### config.mk
export PLATFORM = sky130hd
export DESIGN_NAME = arena_bump_allocator_unit
export DESIGN_NICKNAME = d
export VERILOG_FILES = /design/src/hw/rtl/aba_pkg.sv /design/src/hw/rtl/aba_ctrl.sv /design/src/hw/rtl/aba_dp.sv /design/src/hw/rtl/arena_bump_allocator_unit.sv
export SDC_FILE = /design/constraint.sdc
export NUM_CORES = 2
export LEC_CHECK = 0
export BUFFER_PORTS_ARGS = -buffer_cell sky130_fd_sc_hd__buf_2
export CAP_MARGIN = 20
export CORE_ASPECT_RATIO = 0.9
export CORE_MARGIN = 2
export CORE_UTILIZATION = 40
export DETAILED_ROUTE_END_ITERATION = 12
export GPL_TIMING_DRIVEN = 0
export PLACE_DENSITY = 0.63
export SLEW_MARGIN = 30
export SYNTH_ARGS = -nofsm -noshare
export SYNTH_HDL_FRONTEND = slang
export SYNTH_HIERARCHICAL = 1
export SYNTH_SLANG_ARGS = --single-unit
### constraint.sdc
create_clock -name clk -period 54.7 [get_ports clk]
set_input_delay 2.735 -clock clk [delete_from_list [all_inputs] [get_ports clk]]
set_output_delay 2.735 -clock clk [all_outputs]
set_load 0.01 [all_outputs]
### src/hw/rtl/aba_pkg.sv
// Shared types, widths, constants and helpers of the arena bump allocator unit.
package aba_pkg;

	// Field and state widths.
	localparam int unsigned OP_W      = 3;
	localparam int unsigned LEN_W     = 32;
	localparam int unsigned ALEN_W    = 33;
	localparam int unsigned CHUNK_W   = 16;
	localparam int unsigned OFF_W     = 33;
	localparam int unsigned TIP_W     = 34;
	localparam int unsigned TOT_W     = 48;
	localparam int unsigned CFG_W     = 33;

	// Stream payload widths, padded to whole bytes.
	localparam int unsigned IN_DATA_W  = 120;
	localparam int unsigned OUT_FLD_W  = 148;
	localparam int unsigned OUT_DATA_W = 152;
	localparam int unsigned OUT_PAD_W  = OUT_DATA_W - OUT_FLD_W;

	// Configuration port.
	localparam int unsigned APB_ADDR_W = 4;
	localparam int unsigned APB_DATA_W = 64;
	localparam logic        REG_INIT_CAP = 1'b0;
	localparam logic        REG_MAX_CAP  = 1'b1;
	localparam logic [CFG_W-1:0] INIT_CAP_RST = CFG_W'(2048);
	localparam logic [CFG_W-1:0] MAX_CAP_RST  = CFG_W'(16777216);

	// Alignment and the remainder unit: the operand is fed one byte per step.
	localparam int unsigned ALIGNMENT_DEF = 8;
	localparam int unsigned REM_STEPS     = 5;
	localparam int unsigned REM_SR_W      = REM_STEPS * 8;
	localparam int unsigned STEP_W        = $clog2(REM_STEPS);

	localparam logic [TOT_W-1:0] SAT48   = {TOT_W{1'b1}};
	localparam logic [TIP_W-1:0] TIP_MAX = {TIP_W{1'b1}};

	typedef enum logic [OP_W-1:0] {
		OP_ALLOC      = 3'd0,
		OP_REALLOC    = 3'd1,
		OP_ALLOC_AL   = 3'd2,
		OP_REALLOC_AL = 3'd3,
		OP_RESET      = 3'd4,
		OP_DESTROY    = 3'd5
	} op_e;

	typedef enum logic [4:0] {
		CMD_NONE,
		CMD_LOAD,
		CMD_REM_STEP,
		CMD_TIP_APPLY,
		CMD_REM_LEN,
		CMD_LEN_APPLY,
		CMD_SAME,
		CMD_SHRINK,
		CMD_GROW,
		CMD_MARK_COPY,
		CMD_CAP_INIT,
		CMD_CAP_DOUBLE,
		CMD_OPEN,
		CMD_PLACE,
		CMD_RESET,
		CMD_DESTROY,
		CMD_EMIT
	} cmd_e;

	typedef struct packed {
		op_e  op;
		logic have;
		logic fits;
		logic at_tip;
		logic len_eq;
		logic len_lt;
		logic grow_fits;
		logic cap_lt_len;
	} status_t;

	// Saturating add onto a 48-bit total.
	function automatic logic [TOT_W-1:0] sat_add(input logic [TOT_W-1:0] t,
		input logic [TIP_W:0] d);
		logic [TOT_W:0] s;
		s = {1'b0, t} + (TOT_W+1)'(d);
		return (s >= {1'b0, SAT48}) ? SAT48 : s[TOT_W-1:0];
	endfunction

endpackage

### src/hw/rtl/aba_ctrl.sv
// Sequencer of the arena bump allocator: walks each request through the datapath.
module aba_ctrl (
	input  logic              clk,
	input  logic              arst_n,
	input  logic              s_tvalid,
	output logic              s_tready,
	output logic              m_tvalid,
	input  logic              m_tready,
	input  aba_pkg::status_t  st,
	output aba_pkg::cmd_e     cmd
);

	typedef enum logic [3:0] {
		ST_IDLE,
		ST_DISPATCH,
		ST_TIP_REM,
		ST_TIP_APPLY,
		ST_LEN_LOAD,
		ST_LEN_REM,
		ST_LEN_APPLY,
		ST_EXEC,
		ST_CAP_INIT,
		ST_CAP_GROW,
		ST_PLACE,
		ST_FINISH
	} state_t;

	state_t                       state_q;
	state_t                       state_d;
	logic [aba_pkg::STEP_W-1:0]   step_q;
	logic                         m_tvalid_q;
	logic                         step_last;
	logic                         in_rem;

	assign step_last = (step_q == aba_pkg::STEP_W'(aba_pkg::REM_STEPS - 1));
	assign in_rem    = (state_q == ST_TIP_REM) || (state_q == ST_LEN_REM);
	assign s_tready  = (state_q == ST_IDLE);
	assign m_tvalid  = m_tvalid_q;

	always_comb begin
		cmd     = aba_pkg::CMD_NONE;
		state_d = state_q;
		case (state_q)
			ST_IDLE: begin
				if (s_tvalid) begin
					cmd     = aba_pkg::CMD_LOAD;
					state_d = ST_DISPATCH;
				end
			end
			ST_DISPATCH: begin
				if (st.op inside {aba_pkg::OP_ALLOC_AL, aba_pkg::OP_REALLOC_AL}) begin
					state_d = st.have ? ST_TIP_REM : ST_LEN_LOAD;
				end else begin
					state_d = ST_EXEC;
				end
			end
			ST_TIP_REM: begin
				cmd = aba_pkg::CMD_REM_STEP;
				if (step_last) state_d = ST_TIP_APPLY;
			end
			ST_TIP_APPLY: begin
				cmd     = aba_pkg::CMD_TIP_APPLY;
				state_d = ST_LEN_REM;
			end
			ST_LEN_LOAD: begin
				cmd     = aba_pkg::CMD_REM_LEN;
				state_d = ST_LEN_REM;
			end
			ST_LEN_REM: begin
				cmd = aba_pkg::CMD_REM_STEP;
				if (step_last) state_d = ST_LEN_APPLY;
			end
			ST_LEN_APPLY: begin
				cmd     = aba_pkg::CMD_LEN_APPLY;
				state_d = ST_EXEC;
			end
			ST_EXEC: begin
				case (st.op)
					aba_pkg::OP_ALLOC, aba_pkg::OP_ALLOC_AL: begin
						state_d = st.fits ? ST_PLACE : ST_CAP_INIT;
					end
					aba_pkg::OP_REALLOC, aba_pkg::OP_REALLOC_AL: begin
						if (st.len_eq) begin
							cmd     = aba_pkg::CMD_SAME;
							state_d = ST_FINISH;
						end else if (st.at_tip && st.len_lt) begin
							cmd     = aba_pkg::CMD_SHRINK;
							state_d = ST_FINISH;
						end else if (st.at_tip && st.grow_fits) begin
							cmd     = aba_pkg::CMD_GROW;
							state_d = ST_FINISH;
						end else begin
							cmd     = aba_pkg::CMD_MARK_COPY;
							state_d = st.fits ? ST_PLACE : ST_CAP_INIT;
						end
					end
					aba_pkg::OP_RESET: begin
						cmd     = aba_pkg::CMD_RESET;
						state_d = ST_FINISH;
					end
					aba_pkg::OP_DESTROY: begin
						cmd     = aba_pkg::CMD_DESTROY;
						state_d = ST_FINISH;
					end
					default: begin
						state_d = ST_FINISH;
					end
				endcase
			end
			ST_CAP_INIT: begin
				cmd     = aba_pkg::CMD_CAP_INIT;
				state_d = ST_CAP_GROW;
			end
			ST_CAP_GROW: begin
				if (st.cap_lt_len) begin
					cmd = aba_pkg::CMD_CAP_DOUBLE;
				end else begin
					cmd     = aba_pkg::CMD_OPEN;
					state_d = ST_PLACE;
				end
			end
			ST_PLACE: begin
				cmd     = aba_pkg::CMD_PLACE;
				state_d = ST_FINISH;
			end
			ST_FINISH: begin
				if (!m_tvalid_q || m_tready) begin
					cmd     = aba_pkg::CMD_EMIT;
					state_d = ST_IDLE;
				end
			end
			default: begin
				state_d = ST_IDLE;
			end
		endcase
	end

	always_ff @(posedge clk or negedge arst_n) begin
		if (!arst_n) begin
			state_q    <= ST_IDLE;
			step_q     <= '0;
			m_tvalid_q <= 1'b0;
		end else begin
			state_q <= state_d;
			if (in_rem && !step_last) step_q <= step_q + 1'b1;
			else step_q <= '0;
			if (cmd == aba_pkg::CMD_EMIT) m_tvalid_q <= 1'b1;
			else if (m_tready) m_tvalid_q <= 1'b0;
		end
	end

endmodule

### src/hw/rtl/aba_dp.sv
// Datapath of the arena bump allocator: head chunk state, totals, remainder unit, result.
module aba_dp #(
	parameter int unsigned ALIGNMENT = aba_pkg::ALIGNMENT_DEF
) (
	input  logic                              clk,
	input  logic                              arst_n,
	input  aba_pkg::cmd_e                     cmd,
	output aba_pkg::status_t                  st,
	input  logic [aba_pkg::OP_W-1:0]          in_op,
	input  logic [aba_pkg::LEN_W-1:0]         in_length,
	input  logic [aba_pkg::LEN_W-1:0]         in_old_length,
	input  logic [aba_pkg::CHUNK_W-1:0]       in_old_chunk,
	input  logic [aba_pkg::OFF_W-1:0]         in_old_offset,
	input  logic [aba_pkg::CFG_W-1:0]         base_cap,
	input  logic [aba_pkg::CFG_W-1:0]         max_capacity,
	output logic [aba_pkg::OUT_DATA_W-1:0]    out_data
);

	localparam int unsigned RW = (ALIGNMENT > 1) ? $clog2(ALIGNMENT) : 1;
	localparam logic [RW:0] ALIGN_V = (RW+1)'(ALIGNMENT);

	// Architectural state.
	logic                              have_q;
	logic [aba_pkg::TIP_W-1:0]         tip_q;
	logic [aba_pkg::TIP_W-1:0]         size_q;
	logic [aba_pkg::CHUNK_W-1:0]       serial_q;
	logic [aba_pkg::TOT_W-1:0]         alloc_q;
	logic [aba_pkg::TOT_W-1:0]         used_q;

	// Per-request working registers.
	aba_pkg::op_e                      op_q;
	logic [aba_pkg::ALEN_W-1:0]        len_q;
	logic [aba_pkg::LEN_W-1:0]         old_len_q;
	logic [aba_pkg::CHUNK_W-1:0]       old_chunk_q;
	logic [aba_pkg::OFF_W-1:0]         old_off_q;
	logic [aba_pkg::TIP_W-1:0]         cap_q;
	logic [aba_pkg::REM_SR_W-1:0]      rem_sr_q;
	logic [RW-1:0]                     rem_q;
	logic [aba_pkg::CHUNK_W-1:0]       res_chunk_q;
	logic [aba_pkg::OFF_W-1:0]         res_off_q;
	logic                              res_open_q;
	logic                              res_copy_q;
	logic [aba_pkg::OUT_DATA_W-1:0]    out_data_q;

	// Combinational terms.
	logic [aba_pkg::TIP_W:0]           tip_plus_len;
	logic [aba_pkg::ALEN_W-1:0]        old_len_x;
	logic [aba_pkg::ALEN_W-1:0]        grow_d;
	logic [aba_pkg::TIP_W:0]           grow_sum;
	logic [aba_pkg::ALEN_W-1:0]        shrink_d;
	logic [aba_pkg::TIP_W-1:0]         shrink_delta;
	logic [aba_pkg::TOT_W-1:0]         used_after_shrink;
	logic [RW-1:0]                     rem_next;
	logic [RW:0]                       pad;
	logic [aba_pkg::TIP_W:0]           tip_round_raw;
	logic [aba_pkg::TIP_W-1:0]         tip_round;
	logic [aba_pkg::TIP_W-1:0]         cap_init;

	assign old_len_x    = {1'b0, old_len_q};
	assign tip_plus_len = {1'b0, tip_q} + (aba_pkg::TIP_W+1)'(len_q);
	assign grow_d       = len_q - old_len_x;
	assign grow_sum     = {1'b0, tip_q} + (aba_pkg::TIP_W+1)'(grow_d);
	assign shrink_d     = old_len_x - len_q;

	assign st.op         = op_q;
	assign st.have       = have_q;
	assign st.fits       = have_q && (tip_plus_len <= {1'b0, size_q});
	assign st.at_tip     = have_q && (old_chunk_q == serial_q) && ({1'b0, old_off_q} == tip_q);
	assign st.len_eq     = (len_q == old_len_x);
	assign st.len_lt     = (len_q < old_len_x);
	assign st.grow_fits  = (grow_sum <= {1'b0, size_q});
	assign st.cap_lt_len = (cap_q < aba_pkg::TIP_W'(len_q));

	// A shrink lowers the tip by at most the tip itself; the used total follows.
	always_comb begin
		if (tip_q >= aba_pkg::TIP_W'(shrink_d)) shrink_delta = aba_pkg::TIP_W'(shrink_d);
		else shrink_delta = tip_q;
		if (used_q == aba_pkg::SAT48) used_after_shrink = used_q;
		else if (used_q >= aba_pkg::TOT_W'(shrink_delta))
			used_after_shrink = used_q - aba_pkg::TOT_W'(shrink_delta);
		else used_after_shrink = '0;
	end

	// One byte of the operand per step, most significant first.
	always_comb begin
		logic [RW:0]   t;
		logic [RW-1:0] r;
		logic [7:0]    b;
		r = rem_q;
		b = rem_sr_q[aba_pkg::REM_SR_W-1 -: 8];
		for (int i = 7; i >= 0; i--) begin
			t = {r, b[i]};
			if (t >= ALIGN_V) t = t - ALIGN_V;
			r = t[RW-1:0];
		end
		rem_next = r;
	end

	// Padding that rounds the last operand up to the alignment.
	assign pad = (rem_q == '0) ? '0 : (ALIGN_V - {1'b0, rem_q});
	assign tip_round_raw = {1'b0, tip_q} + (aba_pkg::TIP_W+1)'(pad);
	assign tip_round = (tip_round_raw > {1'b0, aba_pkg::TIP_MAX}) ? aba_pkg::TIP_MAX :
		tip_round_raw[aba_pkg::TIP_W-1:0];

	// Base size of a new chunk before doubling to fit.
	always_comb begin
		logic [aba_pkg::TIP_W-1:0] max_x;
		max_x    = aba_pkg::TIP_W'(max_capacity);
		cap_init = have_q ? size_q : aba_pkg::TIP_W'(base_cap);
		if (cap_init > max_x) cap_init = max_x;
		if (cap_init == '0) cap_init = aba_pkg::TIP_W'(1);
		if (cap_init < max_x) cap_init = cap_init << 1;
	end

	always_ff @(posedge clk or negedge arst_n) begin
		if (!arst_n) begin
			have_q   <= 1'b0;
			tip_q    <= '0;
			size_q   <= '0;
			serial_q <= '0;
			alloc_q  <= '0;
			used_q   <= '0;
		end else begin
			case (cmd)
				aba_pkg::CMD_TIP_APPLY: begin
					used_q <= aba_pkg::sat_add(used_q,
						(aba_pkg::TIP_W+1)'(tip_round - tip_q));
					tip_q  <= tip_round;
				end
				aba_pkg::CMD_SHRINK: begin
					tip_q  <= tip_q - shrink_delta;
					used_q <= used_after_shrink;
				end
				aba_pkg::CMD_GROW: begin
					tip_q  <= grow_sum[aba_pkg::TIP_W-1:0];
					used_q <= aba_pkg::sat_add(used_q, (aba_pkg::TIP_W+1)'(grow_d));
				end
				aba_pkg::CMD_OPEN: begin
					have_q   <= 1'b1;
					serial_q <= serial_q + 1'b1;
					size_q   <= cap_q;
					tip_q    <= '0;
					alloc_q  <= aba_pkg::sat_add(alloc_q, (aba_pkg::TIP_W+1)'(cap_q));
				end
				aba_pkg::CMD_PLACE: begin
					tip_q  <= tip_plus_len[aba_pkg::TIP_W-1:0];
					used_q <= aba_pkg::sat_add(used_q, (aba_pkg::TIP_W+1)'(len_q));
				end
				aba_pkg::CMD_RESET: begin
					if (have_q) tip_q <= '0;
					alloc_q <= '0;
					used_q  <= '0;
				end
				aba_pkg::CMD_DESTROY: begin
					have_q  <= 1'b0;
					tip_q   <= '0;
					size_q  <= '0;
					alloc_q <= '0;
					used_q  <= '0;
				end
				default: begin
				end
			endcase
		end
	end

	always_ff @(posedge clk) begin
		case (cmd)
			aba_pkg::CMD_LOAD: begin
				op_q        <= aba_pkg::op_e'(in_op);
				len_q       <= aba_pkg::ALEN_W'(in_length);
				old_len_q   <= in_old_length;
				old_chunk_q <= in_old_chunk;
				old_off_q   <= in_old_offset;
				rem_sr_q    <= aba_pkg::REM_SR_W'(tip_q);
				rem_q       <= '0;
				res_chunk_q <= '0;
				res_off_q   <= '0;
				res_open_q  <= 1'b0;
				res_copy_q  <= 1'b0;
			end
			aba_pkg::CMD_REM_STEP: begin
				rem_q    <= rem_next;
				rem_sr_q <= rem_sr_q << 8;
			end
			aba_pkg::CMD_TIP_APPLY, aba_pkg::CMD_REM_LEN: begin
				rem_sr_q <= aba_pkg::REM_SR_W'(len_q);
				rem_q    <= '0;
			end
			aba_pkg::CMD_LEN_APPLY: begin
				len_q <= len_q + aba_pkg::ALEN_W'(pad);
			end
			aba_pkg::CMD_SAME, aba_pkg::CMD_SHRINK, aba_pkg::CMD_GROW: begin
				res_chunk_q <= old_chunk_q;
				res_off_q   <= old_off_q;
			end
			aba_pkg::CMD_MARK_COPY: begin
				res_copy_q <= 1'b1;
			end
			aba_pkg::CMD_CAP_INIT: begin
				cap_q <= cap_init;
			end
			aba_pkg::CMD_CAP_DOUBLE: begin
				cap_q <= cap_q << 1;
			end
			aba_pkg::CMD_OPEN: begin
				res_open_q <= 1'b1;
			end
			aba_pkg::CMD_PLACE: begin
				res_chunk_q <= serial_q;
				res_off_q   <= tip_q[aba_pkg::OFF_W-1:0];
			end
			aba_pkg::CMD_EMIT: begin
				out_data_q <= {{aba_pkg::OUT_PAD_W{1'b0}}, !have_q, used_q, alloc_q,
					res_copy_q, res_open_q, res_off_q, res_chunk_q};
			end
			default: begin
			end
		endcase
	end

	assign out_data = out_data_q;

endmodule

### src/hw/rtl/arena_bump_allocator_unit.sv
// Top level of the arena bump allocator: stream ports, configuration registers, core.
// One request is worked at a time. A reallocation in place, reset or destroy finishes
// directly; a placement goes into the head chunk or first opens one, doubling its size
// to fit. Aligned requests pass the byte-wide remainder unit, which rounds tip and
// length (only the length with no chunk). The next request can be taken in the cycle
// after the result is loaded. Reset clears all allocator state and the configuration to
// its defaults (initial size 2048, maximum size 16777216); there is no clearing pass.
module arena_bump_allocator_unit #(
	parameter int unsigned ALIGNMENT = aba_pkg::ALIGNMENT_DEF
) (
	input  logic                               clk,
	input  logic                               arst_n,
	// Request stream.
	input  logic                               s_tvalid,
	output logic                               s_tready,
	// Fields from bit 0: length[31:0], old_length[63:32], old_chunk[79:64],
	// old_offset[112:80], zero pad.
	input  logic [aba_pkg::IN_DATA_W-1:0]      s_tdata,
	// Fields: op[2:0].
	input  logic [aba_pkg::OP_W-1:0]           s_tuser,
	// Result stream.
	output logic                               m_tvalid,
	input  logic                               m_tready,
	// Fields from bit 0: chunk_id[15:0], offset[48:16], opened_chunk[49], copy_needed[50],
	// bytes_allocated[98:51], bytes_used[146:99], empty_res[147], zero pad.
	output logic [aba_pkg::OUT_DATA_W-1:0]     m_tdata,
	// Configuration port.
	input  logic                               psel,
	input  logic                               penable,
	input  logic                               pwrite,
	input  logic [aba_pkg::APB_ADDR_W-1:0]     paddr,
	input  logic [aba_pkg::APB_DATA_W-1:0]     pwdata,
	output logic [aba_pkg::APB_DATA_W-1:0]     prdata,
	output logic                               pready
);

	logic [aba_pkg::CFG_W-1:0] init_cap_q;
	logic [aba_pkg::CFG_W-1:0] max_cap_q;
	logic                      cfg_wr;
	logic                      reg_sel;
	aba_pkg::status_t          st;
	aba_pkg::cmd_e             cmd;

	// Registers sit at byte addresses 0 and 8; bit 3 of the address picks one.
	assign pready  = 1'b1;
	assign reg_sel = paddr[3];
	assign cfg_wr  = psel && penable && pwrite && pready;

	always_ff @(posedge clk or negedge arst_n) begin
		if (!arst_n) begin
			init_cap_q <= aba_pkg::INIT_CAP_RST;
			max_cap_q  <= aba_pkg::MAX_CAP_RST;
		end else if (cfg_wr) begin
			if (reg_sel == aba_pkg::REG_INIT_CAP) init_cap_q <= pwdata[aba_pkg::CFG_W-1:0];
			else max_cap_q <= pwdata[aba_pkg::CFG_W-1:0];
		end
	end

	always_comb begin
		if (reg_sel == aba_pkg::REG_MAX_CAP) prdata = aba_pkg::APB_DATA_W'(max_cap_q);
		else prdata = aba_pkg::APB_DATA_W'(init_cap_q);
	end

	// The controller walks each beat through the datapath, at most one command per cycle.
	aba_ctrl u_ctrl (
		.clk      (clk),
		.arst_n   (arst_n),
		.s_tvalid (s_tvalid),
		.s_tready (s_tready),
		.m_tvalid (m_tvalid),
		.m_tready (m_tready),
		.st       (st),
		.cmd      (cmd)
	);

	// The datapath holds the head chunk, the totals and the result register.
	aba_dp #(
		.ALIGNMENT (ALIGNMENT)
	) u_dp (
		.clk              (clk),
		.arst_n           (arst_n),
		.cmd              (cmd),
		.st               (st),
		.in_op            (s_tuser),
		.in_length        (s_tdata[31:0]),
		.in_old_length    (s_tdata[63:32]),
		.in_old_chunk     (s_tdata[79:64]),
		.in_old_offset    (s_tdata[112:80]),
		.base_cap         (init_cap_q),
		.max_capacity     (max_cap_q),
		.out_data         (m_tdata)
	);

endmodule
==> results.txt <==
Final cell count without fillers - 8649
Top cells by area, synth - edfxtp_1, ha_1, dfrtp_1
DPL Wire Length - 212600 um
CTS root buf - clkbuf_16
First-pass iteration count of the detailed router - 7
Row cnt - 128
Crit-path leading delay family - compound AO/OA/AOI/OAI gates
FILL cells - 13.38k
Minimum clock period after layout - 14.67 ns
Num CTS Buffers - 76
Unrepaired setup endpoints after global routing - no
CP endpoint kind - flop
CTS H-tree lvls - 3
CTS tree - built
Placement Cell Area - 59810 sq um
Cell Area, Synth - 54930 sq um
Multi-input gate area - 35200 sq um
Fin. Hold Viols - 0
Worst Hold Launch - u_dp/res_off_q[11]$_DFFE_PP_
Final Net Count - 7522
First-pass GRT wire length - 361000 um
Setup Buffers After CTS - 0
Total negative slack - 0 ns
Vias per cell - 6.212
Fmax - 0.06816 GHz
Final Max Tran Viols - 0
Vias in the first global route - 51.39k
Warnings from Yosys - 6
Crit-path slowest cell - xnor2_1
Crit path launch type - flop
DRT antenna net count - 0
Register area - 17430 sq um
Largest stage delay on the critical path - 0.94 ns
R2R Setup Slk - 40.03 ns
Total track usage - 35.38%
Top cell type's share of synthesized area - 20.12%
RR Endpoint - u_dp/used_q[37]$_DFFE_PN0P_
Post-cts resize count - 0
Worst hold path type - reg2reg
Async SR Flop Fraction - 40.93%
Yosys reg bits - 623
Cell area after layout - 62480 sq um
Layout Area Growth over Synthesis - 13.75%
Fin crit share - 26.82%
Main synth FF type - edfxtp_1
Clock slew at reported path FFs - 0.07 ns
Crit path buf inv count - 6
Post-synthesis cell count - 6238
Vias after detailed routing - 53.73k
DP Cell Count - 8503
Final Util - 46.01%
EDFF count, synth - 368
Crit Path Class - reg2reg
Relative slew slack - 17.86%
Worst Path Required - 55.34 ns
Clk sinks - 623
Final setup viols - 0
Skew final - 0.04723 ns
1st-iter DRT viols - 5896
Total gr overflow - 0
Hold-fix buffers, CTS - 0
Most common cell in the netlist - ha_1
Reg-to-Reg Start - u_dp/len_q[0]$_DFFE_PP_
DR DRC count - 0
Initial antenna violation count - 18
Port Buffers - 338
Unique masters post-synth - 104
Area leader, netlist - edfxtp_1
Syn avg cell area - 8.805 sq um
Starting density of the core - 40.44%
Die area - 140300 sq um
Sequential fraction of the synthesis area - 31.74%
Die Ht - 355.6 um
Status - finished clean
Largest net degree at the start of global routing - 79
Critical Path AT - 15.31 ns
Clock Latency Late Sink - 0.74 ns
Longest Clk Path Bufs - 3
Number of I/O pins - 417
R2r worst-path depth - 48
Share of cells above drive strength 1 - 13.17%
Hold depth - 0
Core Box Area - 135800 sq um
Die width - 394.6 um
Top fanout value on the critical path - 10
Final wirelength - 256300 um
Slew at the pin closest to its max-slew limit - 1.223 ns
Total of max-cap violations - 0
WL/cell - 29.63 um
Hold path endpoint - u_dp/out_data[27]$_DFFE_PN_
Commonest cells in the netlist - ha_1, nand2_1, a21oi_1
Final Wtd Congestion - 1.044
## worst reg2reg max path, delay by kind of cell, from the launching register on
| kind | cells | cell delay (ns) |
|---|---|---|
| AO/OA/AOI/OAI | 22 | 5.87 |
| AND/OR/NAND/NOR | 14 | 4.20 |
| adder cells (fa/ha/maj) | 4 | 1.45 |
| buffers and inverters | 6 | 1.19 |
| XOR/XNOR | 2 | 1.17 |
| flip-flops | 1 | 0.71 |
## metal layers
metal,GRT usage (%),routed length [um]
met1,44.43,101700
met2,56.25,114000
met3,6.535,21340
met4,22.25,19170
met5,0,123
## flip-flops by register name, indices dropped and copies added, names as in the netlist
register / flops
u_dp/used_q: 48
u_ctrl/step_q: 3
u_dp/alloc_q: 48
u_dp/old_chunk_q: 16
u_dp/old_len_q: 32
u_dp/old_off_q: 33
u_dp/have_q: 1
u_dp/tip_q: 34
u_dp/res_copy_q: 1
u_dp/out_data: 148
u_dp/cap_q: 34
u_dp/res_off_q: 33
u_dp/size_q: 34
u_ctrl/state_q: 4
max_cap_q: 33
u_dp/res_chunk_q: 16
u_dp/op_q: 3
u_ctrl/m_tvalid: 1
init_cap_q: 33
u_dp/res_open_q: 1
u_dp/rem_sr_q: 15
u_dp/rem_q: 3
u_dp/len_q: 33
u_dp/serial_q: 16
## kinds of logic after synthesis
logic type	share of synthesized area, %
flip-flops	31.74
multiplexers	4.460
AO/OA/AOI/OAI	23.01
adder cells (fa/ha/maj)	13.02
XOR/XNOR	6.474
AND/OR/NAND/NOR	16.36
buffers and inverters	4.911
other	0.02733
## metrics by stage
step / hold WS, ns / worst slack [ns]
after floorplan: 0.4003 / 31.32
after global placement: 0.4045 / 16.52
after detailed placement: 0.4045 / 40.30
after CTS: 0.4055 / 40.25
after global routing: 0.4052 / 39.65
final: 0.4107 / 40.03
## placed cells by master (no fill, tap or decap), drive strengths merged, types with 37 or more instances in the layout
| cell type | instances |
|---|---|
| a211oi | 53 |
| a21o | 209 |
| a21oi | 486 |
| a221oi | 66 |
| a22o | 51 |
| a31oi | 95 |
| and2 | 37 |
| and3 | 48 |
| buf | 490 |
| clkbuf | 345 |
| conb | 37 |
| dfrtp | 253 |
| edfxtp | 368 |
| ha | 550 |
| inv | 339 |
| mux2 | 169 |
| mux2i | 43 |
| nand2 | 520 |
| nand2b | 76 |
| nand3 | 205 |
| nand4 | 126 |
| nor2 | 390 |
| nor2b | 71 |
| nor3 | 107 |
| nor4 | 65 |
| o211ai | 66 |
| o21a | 76 |
| o21ai | 455 |
| o21bai | 59 |
| or2 | 37 |
| or3 | 47 |
| xnor2 | 269 |
| xor2 | 137 |
## worst max-delay path by stage
stage	from	endpoint	slack (ns)	cells after the start
2_1_floorplan	u_dp/len_q[0]$_DFFE_PP_	u_dp/out_data[0]$_DFFE_PN_	31.32	40
3_3_place_gp	u_dp/len_q[0]$_DFFE_PP_	u_dp/out_data[100]$_DFFE_PN_	16.52	35
3_5_place_dp	u_dp/len_q[0]$_DFFE_PP_	u_dp/used_q[41]$_DFFE_PN0P_	40.30	49
4_1_cts	u_dp/len_q[0]$_DFFE_PP_	u_dp/tip_q[21]$_DFFE_PN0P_	40.25	46
5_1_grt	u_dp/len_q[0]$_DFFE_PP_	u_dp/used_q[42]$_DFFE_PN0P_	39.65	49
6_report	u_dp/len_q[0]$_DFFE_PP_	u_dp/used_q[37]$_DFFE_PN0P_	40.03	48
## layout make-up
cell class	count	share of cell area (%)
multi-input combinational	4986	56.33
sequential	623	27.90
tap	1820	3.645
timing repair buffer	412	3.576
clock buffer	98	3.240
buffer	325	2.333
inverter	337	2.025
clock inverter	44	0.9332
antenna	4	0.01602
Power is left out: the tool's default activity adds up to more than one toggle a clock period on the data nets, which glitch-free logic cannot reach.
